**src/rtl/rras_pkg.sv**
```systemverilog
// Shared types, widths and codes for the rectangle region add/subtract unit.
// No dependencies; every other file of the block but rras_ram imports this package.
package rras_pkg;

	localparam int RECT_CAPACITY = 16;
	localparam int IDX_W = (RECT_CAPACITY > 1) ? $clog2(RECT_CAPACITY) : 1;
	localparam int CNT_W = $clog2(RECT_CAPACITY + 1);
	localparam int ADDR_W = IDX_W + 1;
	localparam int RAM_DEPTH = 2 << IDX_W;

	localparam int COORD_W = 32;
	localparam int SIZE_W = 31;
	localparam int SPAN_W = 33;
	localparam int EDGE_W = 34;
	localparam int CMD_IDX_W = 4;
	localparam int OUT_CNT_W = 5;

	localparam logic [1:0] OP_ADD = 2'd0;
	localparam logic [1:0] OP_SUB = 2'd1;
	localparam logic [1:0] OP_READ = 2'd2;

	localparam logic [1:0] ST_OK = 2'd0;
	localparam logic [1:0] ST_OVERFLOW = 2'd1;
	localparam logic [1:0] ST_BAD_INDEX = 2'd2;

	localparam logic [1:0] SPAN_ADD = 2'd0;
	localparam logic [1:0] SPAN_SUB = 2'd1;
	localparam logic [1:0] SPAN_MAX = 2'd2;
	localparam logic [1:0] SPAN_MIN = 2'd3;

	typedef logic signed [EDGE_W-1:0] edge_t;
	typedef logic signed [SPAN_W-1:0] span_t;
	typedef logic signed [COORD_W-1:0] coord_t;
	typedef logic [SIZE_W-1:0] size_t;

	typedef struct packed {
		size_t  h;
		size_t  w;
		coord_t y;
		coord_t x;
	} rect_entry_t;

	typedef struct packed {
		logic [1:0] op;
		edge_t      a0;
		edge_t      b0;
		edge_t      a1;
		edge_t      b1;
	} span_req_t;

	typedef struct packed {
		edge_t r0;
		edge_t r1;
		logic  lt0;
		logic  lt1;
	} span_rsp_t;

endpackage

```
**src/rtl/rras_span_unit.sv**
```systemverilog
// Shared two-lane edge arithmetic unit: add, subtract, max and min on 34-bit values.
// Depends on rras_pkg for the request/response structs and op codes.
module rras_span_unit (
	input  rras_pkg::span_req_t req,
	output rras_pkg::span_rsp_t rsp
);
	import rras_pkg::*;

	edge_t diff0;
	edge_t diff1;

	function automatic edge_t lane(logic [1:0] op, edge_t a, edge_t b);
		edge_t d;
		edge_t s;
		d = a - b;
		s = a + b;
		case (op)
			SPAN_ADD: return s;
			SPAN_SUB: return d;
			SPAN_MAX: return d[EDGE_W-1] ? b : a;
			SPAN_MIN: return d[EDGE_W-1] ? a : b;
			default:  return s;
		endcase
	endfunction

	assign diff0 = req.a0 - req.b0;
	assign diff1 = req.a1 - req.b1;

	always_comb begin
		rsp.r0  = lane(req.op, req.a0, req.b0);
		rsp.r1  = lane(req.op, req.a1, req.b1);
		rsp.lt0 = diff0[EDGE_W-1];
		rsp.lt1 = diff1[EDGE_W-1];
	end

endmodule

```
**config.mk**
```make
export PLATFORM = sky130hd
export DESIGN_NAME = rras_span_unit
export DESIGN_NICKNAME = d
export VERILOG_FILES = /design/src/rtl/rras_pkg.sv /design/src/rtl/rras_span_unit.sv
export SDC_FILE = /design/constraint.sdc
export NUM_CORES = 1
export LEC_CHECK = 0
export BUFFER_PORTS_ARGS = -buffer_cell sky130_fd_sc_hd__buf_2
export CAP_MARGIN = 10
export CORE_AREA = 10 10 148 150
export DETAILED_ROUTE_END_ITERATION = 6
export DIE_AREA = 0 0 158 160
export PLACE_DENSITY = 0.77
export SYNTH_ARGS = -nofsm -noshare
export SYNTH_HDL_FRONTEND = slang
export SYNTH_SLANG_ARGS = --single-unit
```
**constraint.sdc**
```tcl
create_clock -name vclk -period 3.1
set_clock_uncertainty 0.1 [all_clocks]
set_input_delay 0.155 -clock vclk [all_inputs]
set_output_delay 0.155 -clock vclk [all_outputs]
set_load 0.005 [all_outputs]
```
==> metrics.md, run 1 <==
| Metric | Value |
|---|---|
| IO Pins | 208 |
| Most common cell in the netlist | a21oi_1 |
| Slew @ Worst Pin | ~1.3 ns |
| Placed Area | 0.0130 mm2 |
| Final period utilization | 114% |
| Cell area after synthesis | 0.00933 mm2 |
| WP data required | 2.84 ns |
| DP HPWL | 30,100 um |
| Gr ovfl total | 0 |
| Xor-xnor portion of the synthesized cell area | about 7.4% |
| Hold WC Path Type | input port to output pin |
| Final #Nets | around 2,200 |
| Startpoint types | input port |
| DRT Wirelength | 48,400 um |
| Share of cells above drive strength 1 | 44.1% |
| Setup WS post-layout | -0.446 ns |
| Max VDD drop | 206 uV |
| Final instance count without filler cells | 2,174 |
| Antenna viol nets, final | 0 |
| Avg WL per Cell | 22.3 um |
| Vias in the first global route | 13,400 |
| DR iter-0 viols | about 1,500 |
| Area contributors post-synth | ha_1, a21oi_1, mux2i_1 |
| Synth top cells by count | a21oi_1, inv_1, ha_1, nor2_1, nand2_1 |
| Cells after synthesis | between 1,000 and 1,500 |
| DP Cell Count | 2,105 |
| Int Power | approximately 2 mW |
| Mean post-synth cell area | 6.59 um2 |
| Buffers on Ports | ~210 |
| Failing checks | design-rule violations, negative setup slack |
| Global-route wire length before repair | about 67,000 um |
| DRT Pass-1 Iters | 7 |
| Post-synthesis sequential area ratio | 0% |
| Crit path max fanout | 4 |
| Synth warn | 0 |
| Switching share of power | between 50% and 60% |
| Power Density | 272 mW/mm2 |
| Area fraction of the dominant cell type after synthesis | 17.7% |
| CP endpoint kind | output pin |
| Outcome | finished, violations left |
| Area Growth Syn to Fin | 66.5% |
| Final-report hold violation count | 0 |
| Reg area | 0 um2 |
| Clock power share | 0% |
| Post-Place Setup Slack | -0.650 ns |
| Clock buf count | 0 |
| Post-route setup TNS | -22.23 ns |
| Final Max Slew Viols | 0 |
| Seq pwr share | 0% |
| Leak | 7.26 nW |
| Compound-Gate Fraction of Synth Area | 34.8% |
| Max-cap violations | 0 |
| RSZ-0062 raised after global routing | true |
| Unique cell type count in the Yosys netlist | 78 |
| Fin crit period | 3.55 ns |
| Area leader, netlist | ha_1 |
| RePlAce Congestion | 0.995 |
| Routed via count | 14,100 |
| Initial antenna violation count | 5 |
| Final setup viols | 69 |
| Die Span Y | 160 um |
| Sequential cells | 0 |
| Combinational Power Share | 100.0% |
| Largest net degree at the start of global routing | 82 |
| Switch Pwr | about 2.2 mW |
| Fillers | 1,180 |
| Adder-cell share of the synthesized area | 18.6% |
| Mux cell area share after synthesis | 8.33% |
| Syn_nets | 1,690 |
| Initial Utilization | slightly below 50% |
| Slew HR | 14.9% |
| Fmax | 282 MHz |
| CORE AREA | 0.0191 mm2 |
| Final instance area | 0.0155 mm2 |
| Setup Crit Path Kind | input port to output pin |
| Die X | approximately 160 um |
| Main combinational cell family by area after synthesis | compound AO/OA/AOI/OAI gates |
| Row Count | 51 |
| Worst endpoint data arrival time | 3.29 ns |
| GRT Overall Usage | 31.3% |
| Residual DRC count | 4 |
| Fin Hold WS | 0.580 ns |
| Vias per cell | 6.48 |
| Die ar. | 0.0253 mm2 |
| Synth Area in Simple Gates | 21.1% |
==> metrics by stage <==
stage	power (mW)	utilization (%)
after global placement	3.01	67.9
after floorplan	1.75	-
after detailed placement	3.07	67.9
after global routing	4.45	81.4
final	4.22	81.4
after CTS	3.69	76.6
==> kinds of logic (layout without fill, tap and decap cells) <==
logic type | count (synthesis) | in the layout
compound gates | 488 | 488
xor+xnor | 75 | 75
fa+ha+maj | 136 | 136
buf+inv | 232 | 748
mux | 77 | 77
other cells | 0 | 4
simple gates | 408 | 408
==> power groups by stage <==
stage / clock network (mW) / logic [mW] / registers [mW]
floorplan: 0 / 1.75 / 0
global placement: 0 / 3.01 / 0
detailed placement: 0 / 3.07 / 0
CTS: 0 / 3.69 / 0
global route: 0.000000131 / 4.45 / 0
finish: 0.000000174 / 4.22 / 0
==> worst max-delay path, cell delays in order <==
cell and delay, ns:
buf_8 0.11, inv_4 0.05, ha_4 0.19, a21o_1 0.21, a221oi_4 0.28, o211ai_1 0.16
a211oi_1 0.23, a21bo_2 0.27, a311o_1 0.40, xnor2_4 0.31, xnor2_2 0.21, buf_4 0.19
buf_12 0.11, mux2i_1 0.18, mux2i_1 0.08, buf_2 0.15
==> path summary, 6_finish.rpt <==
path / from / end / slack [ns] / cells past startpoint
worst max-delay path: req[90] / rsp[68] / -0.45 / 16
worst min-delay path: req[71] / rsp[39] / 0.58 / 4
==> metal layers <==
metal / part of all wire, % / global-route usage, %
met5: 0 / 0
met1: 36 / 38.5
met2: 46 / 52.4
met3: 10 / 3.63
met4: 6.9 / 15.3
==> cells in the final DEF (no fill, tap or decap), types with 11 or more instances in the layout <==
cell type	netlist	routed
buf_4	2	365
nand2_1	84	76
a211oi_1	17	11
ha_1	132	97
o211ai_1	19	19
o221ai_2	1	18
xnor2_1	63	58
nand3_1	50	33
nand4_1	16	16
nor2b_1	16	15
nor2_1	113	104
o21bai_1	30	28
nor3_1	49	45
a21o_1	25	25
buf_6	2	48
o31ai_1	20	15
a31oi_1	16	15
inv_2	2	18
buf_2	15	174
inv_1	135	108
mux2i_1	72	70
ha_4	0	31
or3_1	16	15
o21ai_0	76	58
nand2b_1	18	18
a21oi_2	0	18
o21ai_1	2	13
a21oi_1	153	130
==> area by class of cell <==
class | count | area (um2) | share of cell area, %
antenna | 4 | 10.0 | 0.0644
inverter | 138 | 551 | 3.54
multi-input combinational | 1184 | 10100 | 64.9
tap | 238 | 298 | 1.92
timing repair buffer | 610 | 4600 | 29.6
==> what timing repair did <==
item	in CTS	in global routing
pin swaps	70	83
gates cloned	6	0
buffers inserted	36	37
hold buffers	0	0
gates resized for setup	272	156
setup endpoints to repair	69	69
No activity file was read; power rests on OpenSTA's default activity.
==> run 2, diff against run 1 <==
--- a/config.mk
+++ b/config.mk
@@ -5,7 +5,7 @@
 export SDC_FILE = /design/constraint.sdc
 export NUM_CORES = 1
 export LEC_CHECK = 0
-export BUFFER_PORTS_ARGS = -buffer_cell sky130_fd_sc_hd__buf_2
+export BUFFER_PORTS_ARGS = -buffer_cell sky130_fd_sc_hd__buf_4
 export CAP_MARGIN = 10
 export CORE_AREA = 10 10 148 150
 export DETAILED_ROUTE_END_ITERATION = 6
==> metrics.md, run 2 (synthesis gave the netlist of run 1 again) <==
| Metric | Value |
|---|---|
| Gr busiest metal | met2 |
| Initial antenna violation count | 4 (-1) |
| Final #Nets | 2,209 (+0.045%) |
| DP Cell Count | 2,103 (-0.095%) |
| Buffers on Ports | 208 (unchanged) |
| Hold WC Path Type | input port to output pin |
| Largest delay contributor family on the critical path | compound AO/OA/AOI/OAI gates |
| Commonest cells after routing, fill and taps aside | buf_4, a21oi_1, inv_1 |
| Final-report hold violation count | 0 (unchanged) |
| Slew HR | 45.6% (+31 points) |
| Int Power | 2.13 mW (+4.7%) |
| DR iter-0 viols | 1,608 (+4.3%) |
| Max-cap violations | 0 (unchanged) |
| Total power | 4.25 mW (+0.67%) |
| Switching share of power | 49.8% (-1.9 points) |
| Final setup viols | 69 (unchanged) |
| Placed Area | 0.0134 mm2 (+3.7%) |
| GRT Overall Usage | 30.8% (-0.44 points) |
| Slowest cell on crit path | fa_2 |
| Gr ovfl total | 0 (unchanged) |
| Largest net degree at the start of global routing | 63 (-23%) |
| Fin Hold WS | 0.593 ns (+0.0126 ns) |
| Crit path max fanout | 3 (-1) |
| Row Count | 51 (unchanged) |
| Final core occ | 82.6% (+1.2 points) |
| Power Density | 270 mW/mm2 (-0.75%) |
| Initial Utilization | 48.9% (unchanged) |
| Clock power share | 0% (unchanged) |
| Outcome | finished, violations left |
| Sequential cells | 0 (unchanged) |
| Clock buf count | 0 (unchanged) |
| Die Span Y | 160 um (unchanged) |
| Avg WL per Cell | 21.8 um (-2.1%) |
| Worst endpoint data arrival time | 3.27 ns (-0.02 ns) |
| Seq pwr share | 0% (unchanged) |
| Worst-path cell chain | buf_6 -> buf_6 -> ha_4 -> inv_2 -> fa_2 -> nor2_4 -> o311ai_4 -> o41ai_2 -> a21oi_2 -> nor4_2 -> buf_4 -> buf_6 -> nor2_4 -> o21bai_1 -> a31oi_1 -> xnor2_1 -> o211a_1 -> buf_6 |
| Area Growth Syn to Fin | 68.9% |
| Setup WS post-layout | -0.426 ns (+0.0202 ns) |
| Post-route setup TNS | -20.67 ns (+1.56 ns) |
| Startpoint types | input port |
| Die ar. | 0.0253 mm2 (unchanged) |
| IO Pins | 208 (unchanged) |
| DRT Pass-1 Iters | 7 (unchanged) |
| DP HPWL | 30,300 um (+0.86%) |
| Worst Path Buf+Inv | 6 (+1) |
| Final Max Slew Viols | 0 (unchanged) |
| GR Layer Usage met1 | 37.8% (-0.67 points) |
| Final instance count without filler cells | 2,174 (unchanged) |
| Vias in the first global route | 13,200 (-1.4%) |
| Most common cell after layout, fill and taps aside | buf_4 |
| CP peak stage delay | 0.39 ns (about the same) |
| Final instance area | 0.0158 mm2 (+1.4%) |
| Routed via count | 14,000 (-0.40%) |
| CTS Hold Buffers Added | 0 (unchanged) |
| CP endpoint kind | output pin |
| Global-route wire length before repair | 66,300 um (-1.5%) |
| Setup Crit Path Kind | input port to output pin |
| Residual DRC count | 1 (-3) |
| Max VDD drop | 217 uV (+5.4%) |
| Die X | 158 um (unchanged) |
| RSZ-0062 raised after global routing | true |
| Fin crit period | 3.53 ns (-0.0202 ns) |
| Antenna viol nets, final | 0 (unchanged) |
| Switch Pwr | 2.12 mW (-3.1%) |
| CORE AREA | 0.0191 mm2 (unchanged) |
| WP data required | 2.84 ns (about the same) |
| Leak | 7.41 nW (+2.1%) |
| Final period utilization | 114% (-0.65 points) |
| Met3 usage | 3.87% (+0.24 points) |
| Combinational Power Share | 100.0% (about the same) |
| Fmax | 284 MHz (+0.57%) |
| RePlAce Congestion | 0.978 (-1.7%) |
| CP most frequent cell | buf_6 |
| Reg area | 0 um2 (unchanged) |
| DRT Wirelength | 47,400 um (-2.1%) |
| Post-Place Setup Slack | -0.653 ns (-0.00291 ns) |
| Failing checks | design-rule violations, negative setup slack |
| Slew @ Worst Pin | 0.816 ns (-0.460 ns) |
| Vias per cell | 6.46 (-0.40%) |
| Share of cells above drive strength 1 | 42.8% (-1.3 points) |
| Met2 Track Usage GR | 52.3% (-0.15 points) |
==> run 2: tightest hold or removal path, stage by stage <==
cell and delay (ns):
buf_12 0.10, o32a_1 0.17, buf_4 0.11
==> run 2: path summary, 6_finish.rpt <==
kind                 from       to  depth (start not counted)
hold / removal    req[35]   rsp[3]                          3
setup / recovery  req[34]  rsp[24]                         18
==> run 2: what timing repair did <==
action,in CTS,in global routing
gates cloned,7,1
gates resized for setup,264,108
setup endpoints to repair,68,69
pin swaps,82,71
setup buffers,42,28
==> run 2: per-layer routing <==
layer	part of all wire (%)	vias up	wire length [um]
li1	-	6236	-
met1	36	6447	17300
met5	0	-	0
met4	7.3	0	3470
met2	46	1033	21600
met3	11	324	5030
==> run 2: area by class of cell <==
| class | instances | area (um2) |
|---|---|---|
| Antenna cell | 3 | 7.51 |
| Multi-Input combinational cell | 1184 | 9820 |
| Fill cell | 1192 | 3320 |
| Inverter | 138 | 551 |
| Timing Repair Buffer | 611 | 5080 |
| Tap cell | 238 | 298 |
==> run 2: power groups by stage <==
stage,Combinational [mW],Clock (mW),Sequential [mW]
after floorplan,1.75,0,0
after global placement,3.16,0,0
after detailed placement,3.21,0,0
after CTS,3.84,0,0
after global routing,4.48,0.0000000865,0
final,4.25,0.000000130,0
