===== config.mk =====
export PLATFORM = sky130hd
export DESIGN_NAME = rras_ram
export DESIGN_NICKNAME = d
export VERILOG_FILES = /design/src/rtl/rras_ram.sv
export SDC_FILE = /design/constraint.sdc
export NUM_CORES = 1
export LEC_CHECK = 0
export ABC_AREA = 1
export BUFFER_PORTS_ARGS = -buffer_cell sky130_fd_sc_hd__buf_4
export CAP_MARGIN = 10
export CORE_MARGIN = 4
export CORE_UTILIZATION = 45
export DETAILED_ROUTE_END_ITERATION = 16
export GPL_TIMING_DRIVEN = 0
export SYNTH_ARGS = -nofsm -noshare
export SYNTH_HDL_FRONTEND = slang
export SYNTH_SLANG_ARGS = --single-unit

===== constraint.sdc =====
create_clock -name clk -period 1.1 [get_ports clk]
set_input_delay 0.11 -clock clk [delete_from_list [all_inputs] [get_ports clk]]
set_output_delay 0.11 -clock clk [all_outputs]
set_load 0.01 [all_outputs]

===== src/rtl/rras_ram.sv =====
// Generic single-write, single-read RAM with registered read data.
// No dependencies.
module rras_ram #(
	parameter int WIDTH = 8,
	parameter int DEPTH = 16
) (
	input  logic                     clk,
	input  logic                     wr_en,
	input  logic [$clog2(DEPTH)-1:0] wr_addr,
	input  logic [WIDTH-1:0]         wr_data,
	input  logic                     rd_en,
	input  logic [$clog2(DEPTH)-1:0] rd_addr,
	output logic [WIDTH-1:0]         rd_data
);

	logic [WIDTH-1:0] mem_q [DEPTH];
	logic [WIDTH-1:0] rd_q;

	always_ff @(posedge clk) begin
		if (wr_en) begin
			mem_q[wr_addr] <= wr_data;
		end
		if (rd_en) begin
			rd_q <= mem_q[rd_addr];
		end
	end

	assign rd_data = rd_q;

endmodule


==> reports/metrics.cfg, run 1 <==
[outcome]
status=finished with violations
violations=negative setup slack

[cts]
numCtsBuffers=17
cts_root_buffer=clkbuf_16
htreeDepth=4
clk_pin_slew_ns=0.06
cts_tree=done
clock_sinks=136
clock_latency_ns=0.42
postCtsSetupBuffers=0
cts_buffer_depth=2

[logic_synthesis]
synthAdderAreaFrac=0
synth_area_leaders=edfxtp_1 70%, nand2_1 11%, nand3_1 8.3%
synth.area.mux_share=0
synth_top_cells_by_count=173 x nand2_1, 136 x edfxtp_1, 100 x inv_1
yosysSeqAreaShare=0.698
synth_xor_area_frac=0
synth-simple-area-share=0.208
synth_compound_area_frac=0
netlist_instances=551
post-synth-top-count-cell=nand2_1
ys.flop_type=edfxtp_1
synth_top_family_by_area=simple AND/OR/NAND/NOR gates
yosysTopAreaCell=edfxtp_1
yosys.area.top_type_share=0.698
avgSynthCellArea_um2=10.6
synth_area_mm2=0.00585
ys_seq_elements=136
synth_cell_types=11
async_reset_ff_frac=0
synth_nets=570
synth_edf_count=136
ys_warn_count=0

[route]
dr_total_vias=3889
drt_iter0_markers=370
antenna_left=0
drc_errors=0
wl_per_cell_um=18.6
routed_wl_mm=14.5
drt_first_pass_iters=5
vias_per_cell=4.99

[sta]
skew_ns=0.00801
slew_headroom=0.476
worstMarginPinSlew_ns=0.783
hold_viol=0
slew_viol_final=0
fin_crit_ns=1.14
max_freq_mhz=875
fin_ws_ns=-0.0429
setup_viol=41
min_period_over_period=1.04
rsz0062_at_grt=yes

[worst_setup_path]
critPathKind=in2reg
cp_top_family=simple AND/OR/NAND/NOR gates
end_kind=register
worst_path_max_delay_cell=nor2_1
timing.critical_path.buf_inv=1
path_max_fanout=8
path_cells=buf_4, nand3b_1, nor2_1
start_kind=input port
critPathMaxStageDelay_ns=0.67
worst-endpoint-arrival_ns=1.19
critPathRequiredTime_ns=1.15

[power_and_ir_drop]
p_leak_nw=3.04
powerDensity_mw_per_mm2=1730
vdd_drop_max_v=0.00103

[floorplanning]
die-area_mm2=0.0149
initial_core_util=0.461
die_x_um=122
die_height_um=122
ios=27
core-area_mm2=0.0127
rows=41

[final_layout]
postLayoutCoreUtil=0.562
final_area_mm2=0.00712
layout.nets=613
diodes=0
drive_gt1_frac=0.236
area_growth_pct=21.8
stdcell_count=779

[place]
dp_slack_ns=-0.467
portBuffers=23
dp_cells=746
dp_hpwl_mm=9.49
place.gp.congestion=0.820
placed_area_mm2=0.00623

[global_routing]
grt_pass1_wl_mm=21.9
grt_use_total=0.210
grt-ovfl-total=0
grt_antenna_before_repair=0
grt_max_degree=17
grt_pass1_vias=3743

[hold_path]
hp-class=in2reg

[run]
max-cap-violations=0

==> worst paths after layout <==
path,slack (ns),endpoint,depth (start not counted),startpoint
worst max-delay path,-0.04,mem_q[8][5],3,wr_addr[2]
worst max register to register,-0.01,rd_data[1],6,mem_q[11][1]
worst min-delay path,0.05,mem_q[15][4],1,wr_data[4]
worst min register to register,0.77,rd_data[2],6,mem_q[12][2]
==> stage by stage <==
step | power (W) | hold WS (ns) | TNS, ns
final | 0.0123 | 0.0524 | -0.571
after global routing | 0.0127 | 0.0476 | -4.25
after floorplan | 0.00639 | 0.209 | 0
after CTS | 0.0123 | 0.0431 | -0.254
after detailed placement | 0.00677 | 0.413 | -52.78
after global placement | 0.00676 | 0.408 | -49.36
==> power by group <==
group / internal (W) / leakage, nW / switching (W)
clock: 0.00353 / 0.281 / 0.00202
combinational: 0.000286 / 1.52 / 0.000610
sequential: 0.00584 / 1.24 / 0.0000282
==> cells by family after synthesis <==
kind of cell  after synthesis
flops                     136
buf+inv                   126
simple gates              289
==> worst register-to-register path: cells and delay by family, from the launching register on <==
| kind | cells | cell delay, ns |
|---|---|---|
| buffers and inverters | 1 | 0.07 |
| and+or+nand+nor | 5 | 0.39 |
| DFF | 1 | 0.38 |
==> cell type report <==
cell class	count	area (um2)
inverters	102	383
fillers	1086	5550
clock buffers	22	444
flip-flops and latches	136	4080
repair buffers	24	186
clock inverters	10	128
plain buffers	24	166
well taps	172	215
multi-input cells	289	1510
==> cell usage in the layout (no fill, tap or decap) <==
cell type,instances
nand3_2,52
buf_4,26
inv_2,2
nand3_1,45
nand3b_1,2
nor2_1,14
clkinv_2,6
clkinvlp_4,1
bufinv_16,3
nand2_1,160
buf_1,1
inv_1,100
edfxtp_1,136
nand2_2,13
clkbuf_16,17
nor2_2,3
dlygate4sd3_1,1
clkbuf_1,5
buf_6,7
buf_2,13
==> sequential cells by signal, indices dropped and copies added, names as in the netlist <==
name and count:
rd_data 8, mem_q 128
==> layer usage <==
metal | vias up | track usage | wire [um] | part of all wire
li1 | 1870 | - | - | -
met1 | 1848 | 0.295 | 6460 | 0.45
met2 | 147 | 0.310 | 6640 | 0.46
met3 | 24 | 0.0552 | 1070 | 0.074
met4 | 0 | 0.0889 | 306 | 0.021
met5 | - | 0 | 0 | 0
==> what timing repair did <==
item | in CTS | in global routing
endpoints found under the hold margin | 8 | 0
pin swaps | 0 | 24
resized for setup | 16 | 53
cloned | 0 | 0
setup endpoints to repair | 22 | 73
hold buffers | 1 | 0
Note: power is estimated with default switching activity, not from simulation.
==> run 2: changes to the inputs <==
--- a/config.mk
+++ b/config.mk
@@ -9,9 +9,12 @@
 export BUFFER_PORTS_ARGS = -buffer_cell sky130_fd_sc_hd__buf_4
 export CAP_MARGIN = 10
 export CORE_MARGIN = 4
-export CORE_UTILIZATION = 45
+export CORE_UTILIZATION = 48
 export DETAILED_ROUTE_END_ITERATION = 16
+export GPL_ROUTABILITY_DRIVEN = 0
 export GPL_TIMING_DRIVEN = 0
+export PLACE_DENSITY = 0.67
+export SLEW_MARGIN = 20
 export SYNTH_ARGS = -nofsm -noshare
 export SYNTH_HDL_FRONTEND = slang
 export SYNTH_SLANG_ARGS = --single-unit
==> reports/metrics.cfg, run 2 (synthesis results as in run 1) <==
[worst_setup_path]
start_kind=register
critPathRequiredTime_ns=1.28  ; +0.13 ns
critPathLaunch=mem_q[12][1]
timing.critical_path.buf_inv=0  ; -1
path_cells=nand2_1, nand2_1, nand2_2, nand3_2, nand3_2, nand2_2
worst_path_max_delay_cell=edfxtp_1
critPathKind=reg2reg
critPathMaxStageDelay_ns=0.37  ; -0.30 ns
path_max_fanout=1  ; -7
rr_startpoint=mem_q[12][1]
end_kind=register
worst-endpoint-arrival_ns=1.33  ; +0.14 ns
cp_top_family=simple AND/OR/NAND/NOR gates

[sta]
setup_viol=12  ; -71%
slew_viol_final=0  ; unchanged
fin_crit_ns=1.14  ; +0.000312 ns
rsz0062_at_grt=yes
skew_ns=0.00764  ; -0.000371 ns
hold_viol=0  ; unchanged
fin_ws_ns=-0.0432  ; -0.000312 ns
slew_headroom=0.496  ; +0.0195
hold_ws_ns=0.0289  ; -0.0235 ns
worstMarginPinSlew_ns=0.754  ; -0.0292 ns
max_freq_mhz=875  ; about the same
min_period_over_period=1.04  ; about the same

[power_and_ir_drop]
vdd_drop_max_v=0.000906  ; -12%
power_switching_w=0.00285  ; +7.2%
p_leak_nw=3.01  ; -0.91%
p_clk_frac=0.473  ; +0.022
powerDensity_mw_per_mm2=1810  ; +4.4%
power_frac_comb=0.068  ; -0.005
p_sw_frac=0.223  ; +0.00733
power_frac_seq=0.459  ; -0.017
internal_power_w=0.00992  ; +2.7%

[route]
vias_per_cell=5.20  ; +4.2%
drt_first_pass_iters=5  ; unchanged
wl_per_cell_um=18.6  ; about the same
dr_total_vias=3922  ; +0.85%
routed_wl_mm=14.0  ; -3.3%
drc_errors=0  ; unchanged
antenna_left=0  ; unchanged
drt_iter0_markers=357  ; -3.5%

[final_layout]
mostFrequentLayoutCells=164 x nand2_1, 136 x edfxtp_1, 99 x inv_1
regMostFlops=mem_q
drive_gt1_frac=0.221  ; -0.0148
layout.nets=613  ; unchanged
area_growth_pct=20.9
layout_commonest_cell=nand2_1
largest_reg_flops=128  ; unchanged
diodes=0  ; unchanged

[floorplanning]
initial_core_util=0.489  ; +0.0274
die_height_um=118  ; -3.0%
ios=27  ; unchanged
rows=40  ; -2.4%
die_x_um=118  ; -3.0%
die-area_mm2=0.0140  ; -5.8%
core-area_mm2=0.0120  ; -5.6%

[run]
max-cap-violations=0  ; unchanged

[cts]
cts_root_buffer=clkbuf_16
cts_tree=done
cts_buffer_depth=2  ; unchanged
clock_sinks=136  ; unchanged
numCtsBuffers=17  ; unchanged
clock_latency_ns=0.43  ; about the same
clk_pin_slew_ns=0.06  ; about the same
htreeDepth=4  ; unchanged

[global_routing]
grt_use_total=0.206  ; -0.00393
grt_pass1_wl_mm=21.2  ; -3.4%
grt_max_degree=17  ; unchanged
grt_antenna_before_repair=0  ; unchanged
grt-ovfl-total=0  ; unchanged
grt_pass1_vias=3858  ; +3.1%

[outcome]
violations=negative setup slack
status=finished with violations

[hold_path]
hp-class=in2reg
hold_path_startpoint=wr_data[2]

[place]
portBuffers=23  ; unchanged
dp_slack_ns=-0.444  ; +0.0231 ns
dp_hpwl_mm=8.99  ; -5.3%

run 2: layout make-up:
| cell class | instances | area [um2] |
|---|---|---|
| clock inverter | 14 | 198 |
| tap | 147 | 184 |
| clock buffer | 18 | 429 |
| inverter | 102 | 383 |
| buffer | 24 | 166 |
| fill | 928 | 4890 |
| multi-input combinational | 289 | 1440 |
| timing repair buffer | 24 | 186 |
| sequential | 136 | 4080 |
run 2: layer usage:
metal	global-route usage	share of wire	vias to the layer above
li1	-	-	1868
met1	0.284	0.43	1850
met2	0.308	0.47	184
met3	0.0512	0.077	20
met4	0.0952	0.027	0
met5	0	0	-
run 2: power groups by stage:
stage | logic (W) | registers [W] | clock network [W]
after global routing | 0.000941 | 0.00588 | 0.00628
final | 0.000868 | 0.00587 | 0.00604
after detailed placement | 0.000772 | 0.00598 | 0
after floorplan | 0.000409 | 0.00599 | 0
after global placement | 0.000753 | 0.00597 | 0
after CTS | 0.000798 | 0.00587 | 0.00603
run 2: path summary, 6_finish.rpt:
check	end	slack (ns)	cells after the start
setup / recovery	rd_data[1]	-0.04	6
hold / removal	mem_q[8][2]	0.03	1
setup reg to reg	rd_data[1]	-0.04	6
hold reg to reg	rd_data[2]	0.80	6
run 2: worst reg2reg max path, delay by kind of cell, from the launching register on:
kind | cells | cell delay (ns)
flip-flops | 1 | 0.37
AND/OR/NAND/NOR | 6 | 0.53
run 2: metrics by stage:
step / cells / total power (W) / util / setup TNS, ns / cell area (um2)
2_1_floorplan: 551 / 0.00639 / - / 0 / 5850
6_report: 754 / 0.0128 / 0.591 / -0.127 / 7070
3_3_place_gp: 721 / 0.00672 / 0.519 / -44.26 / 6200
3_5_place_dp: 721 / 0.00675 / 0.519 / -49.31 / 6200
5_1_grt: 754 / 0.0131 / 0.591 / -2.27 / 7070
4_1_cts: 754 / 0.0127 / 0.575 / -0.0245 / 6880
run 2: timing repair:
item,4_1_cts,5_1_grt
endpoints found under the hold margin,8,0
gates resized for setup,9,47
endpoints found under the setup margin,6,89
pin swaps,4,11
buffers inserted,0,0
hold buffers,1,0
==> run 3: changes to the inputs <==
--- a/config.mk
+++ b/config.mk
@@ -18,3 +18,4 @@
 export SYNTH_ARGS = -nofsm -noshare
 export SYNTH_HDL_FRONTEND = slang
 export SYNTH_SLANG_ARGS = --single-unit
+export TNS_END_PERCENT = 50
==> reports/metrics.cfg, run 3 (synthesis results as in run 1) <==
[cts]
clock_latency_ns=0.42  ; about the same
cts_buffer_depth=2  ; unchanged
htreeDepth=4  ; unchanged
cts_root_buffer=clkbuf_16
clock_sinks=136  ; unchanged
numCtsBuffers=17  ; unchanged
clk_pin_slew_ns=0.06  ; about the same
cts_tree=done

[worst_setup_path]
critPathLaunch=mem_q[12][1]
cp.depth=6  ; unchanged
rr_startpoint=mem_q[12][1]
critPathCapture=rd_data[1]
path_max_fanout=1  ; unchanged
cp_top_family=simple AND/OR/NAND/NOR gates
timing.critical_path.buf_inv=0  ; unchanged
critPathRequiredTime_ns=1.28  ; about the same
r2r-end=rd_data[1]
worst_path_max_delay_cell=edfxtp_1
worst-endpoint-arrival_ns=1.32  ; about the same
r2r_setup_slack_ns=-0.04  ; about the same
critPathKind=reg2reg
end_kind=register
path_cells=nand2_1, nand2_1, nand2_2, nand3_2, nand3_2, nand2_2
critPathMaxStageDelay_ns=0.37  ; about the same
start_kind=register
reg2reg_depth=6  ; unchanged

[sta]
worstMarginPinSlew_ns=0.770  ; +0.0164 ns
min_period_over_period=1.03  ; -0.00467
fin_crit_ns=1.14  ; -0.00514 ns
hold_viol=0  ; unchanged
setup_viol=14  ; +2
fin_ws_ns=-0.0381  ; +0.00514 ns
max_freq_mhz=879  ; +0.45%
slew_viol_final=0  ; unchanged
skew_ns=0.00647  ; -0.00116 ns
slew_headroom=0.485  ; -0.0110
rsz0062_at_grt=yes

[route]
drt_first_pass_iters=5  ; unchanged
drt_iter0_markers=296  ; -17%
drc_errors=0  ; unchanged
dr_total_vias=3943  ; +0.54%
routed_wl_mm=14.0  ; -0.38%
antenna_left=0  ; unchanged
wl_per_cell_um=18.5  ; -0.38%
vias_per_cell=5.23  ; +0.54%

[final_layout]
postLayoutCoreUtil=0.590  ; -0.00105
regMostFlops=mem_q
drive_gt1_frac=0.216  ; -0.00494
seqCellArea_mm2=0.00408  ; unchanged
multi_input_area_mm2=0.00143  ; -0.87%
final_area_mm2=0.00706  ; -0.18%
layout.nets=613  ; unchanged
largest_reg_flops=128  ; unchanged
n_fill_cell=930  ; +0.22%
layout_commonest_cell=nand2_1
mostFrequentLayoutCells=164 x nand2_1, 136 x edfxtp_1, 99 x inv_1
area_growth_pct=20.7
stdcell_count=754  ; unchanged
diodes=0  ; unchanged

[power_and_ir_drop]
power_frac_seq=0.460  ; about the same
power_w=0.0127  ; -0.22%
p_clk_frac=0.472  ; about the same
p_sw_frac=0.222  ; -0.00174
powerDensity_mw_per_mm2=1810  ; about the same
power_frac_comb=0.068  ; about the same
power_switching_w=0.00283  ; -1.0%
p_leak_nw=3.01  ; -0.13%
internal_power_w=0.00992  ; about the same
vdd_drop_max_v=0.000896  ; -1.1%

[global_routing]
grt_max_degree=17  ; unchanged
grt_pass1_vias=3858  ; unchanged
grt-ovfl-total=0  ; unchanged
grt_use_total=0.206  ; about the same
grt_antenna_before_repair=0  ; unchanged
grt_pass1_wl_mm=21.2  ; about the same

[floorplanning]
die_height_um=118  ; unchanged
die_x_um=118  ; unchanged
rows=40  ; unchanged
ios=27  ; unchanged
core-area_mm2=0.0120  ; unchanged
die-area_mm2=0.0140  ; unchanged
initial_core_util=0.489  ; unchanged

[place]
placed_area_mm2=0.00620  ; unchanged
dp_hpwl_mm=8.99  ; unchanged
portBuffers=23  ; unchanged
dp_cells=721  ; unchanged

[hold_path]
min_path_cells=1  ; unchanged
hold_path_startpoint=wr_data[7]
hp-class=in2reg

[outcome]
violations=negative setup slack
status=finished with violations

[run]
max-cap-violations=0  ; unchanged

## run 3: cell counts in the layout (fill, tap and decap cells not counted)
Identical to the previous run, type by type.
## run 3: what timing repair did
| action | CTS | global route |
|---|---|---|
| setup buffers | 0 | 0 |
| pin swaps | 3 | 12 |
| hold buffers | 1 | 0 |
| endpoints found under the hold margin | 8 | 0 |
| endpoints found under the setup margin | 6 | 89 |
| resized for setup | 8 | 45 |
## run 3: worst min-delay path by stage
stage                              end  slack (ns)
after floorplan            mem_q[0][0]        0.21
after global placement      rd_data[2]        0.40
after detailed placement    rd_data[2]        0.41
after CTS                 mem_q[10][7]        0.01
after global routing       mem_q[3][7]        0.02
final                     mem_q[11][7]        0.03
## run 3: area by class of cell
type | instances | area share
Buffer | 24 | 0.0236
Clock buffer | 18 | 0.0608
Clock inverter | 14 | 0.0280
Inverter | 102 | 0.0543
Multi-Input combinational cell | 289 | 0.202
Sequential cell | 136 | 0.579
Tap cell | 147 | 0.0261
Timing Repair Buffer | 24 | 0.0264
## run 3: stage by stage
step	setup slack, ns	hold slack [ns]	setup TNS, ns
2_1_floorplan	0.0392	0.209	0
6_report	-0.0381	0.0299	-0.212
3_3_place_gp	-0.418	0.404	-44.26
3_5_place_dp	-0.444	0.411	-49.31
5_1_grt	-0.0865	0.0214	-2.42
4_1_cts	-0.0245	0.0149	-0.0382
## run 3: per-layer routing
metal | routed length [um] | global-route usage | up-vias
met5 | 0 | 0 | -
met4 | 438 | 0.0952 | 0
met3 | 1130 | 0.0512 | 28
met2 | 6490 | 0.308 | 189
met1 | 5890 | 0.284 | 1856
li1 | - | - | 1870
## run 3: power by group through the flow
stage | clock network [W] | registers, W | logic (W)
6_report | 0.00601 | 0.00587 | 0.000863
5_1_grt | 0.00628 | 0.00588 | 0.000937
4_1_cts | 0.00603 | 0.00587 | 0.000796
3_5_place_dp | 0 | 0.00598 | 0.000772
3_3_place_gp | 0 | 0.00597 | 0.000753
2_1_floorplan | 0 | 0.00599 | 0.000409
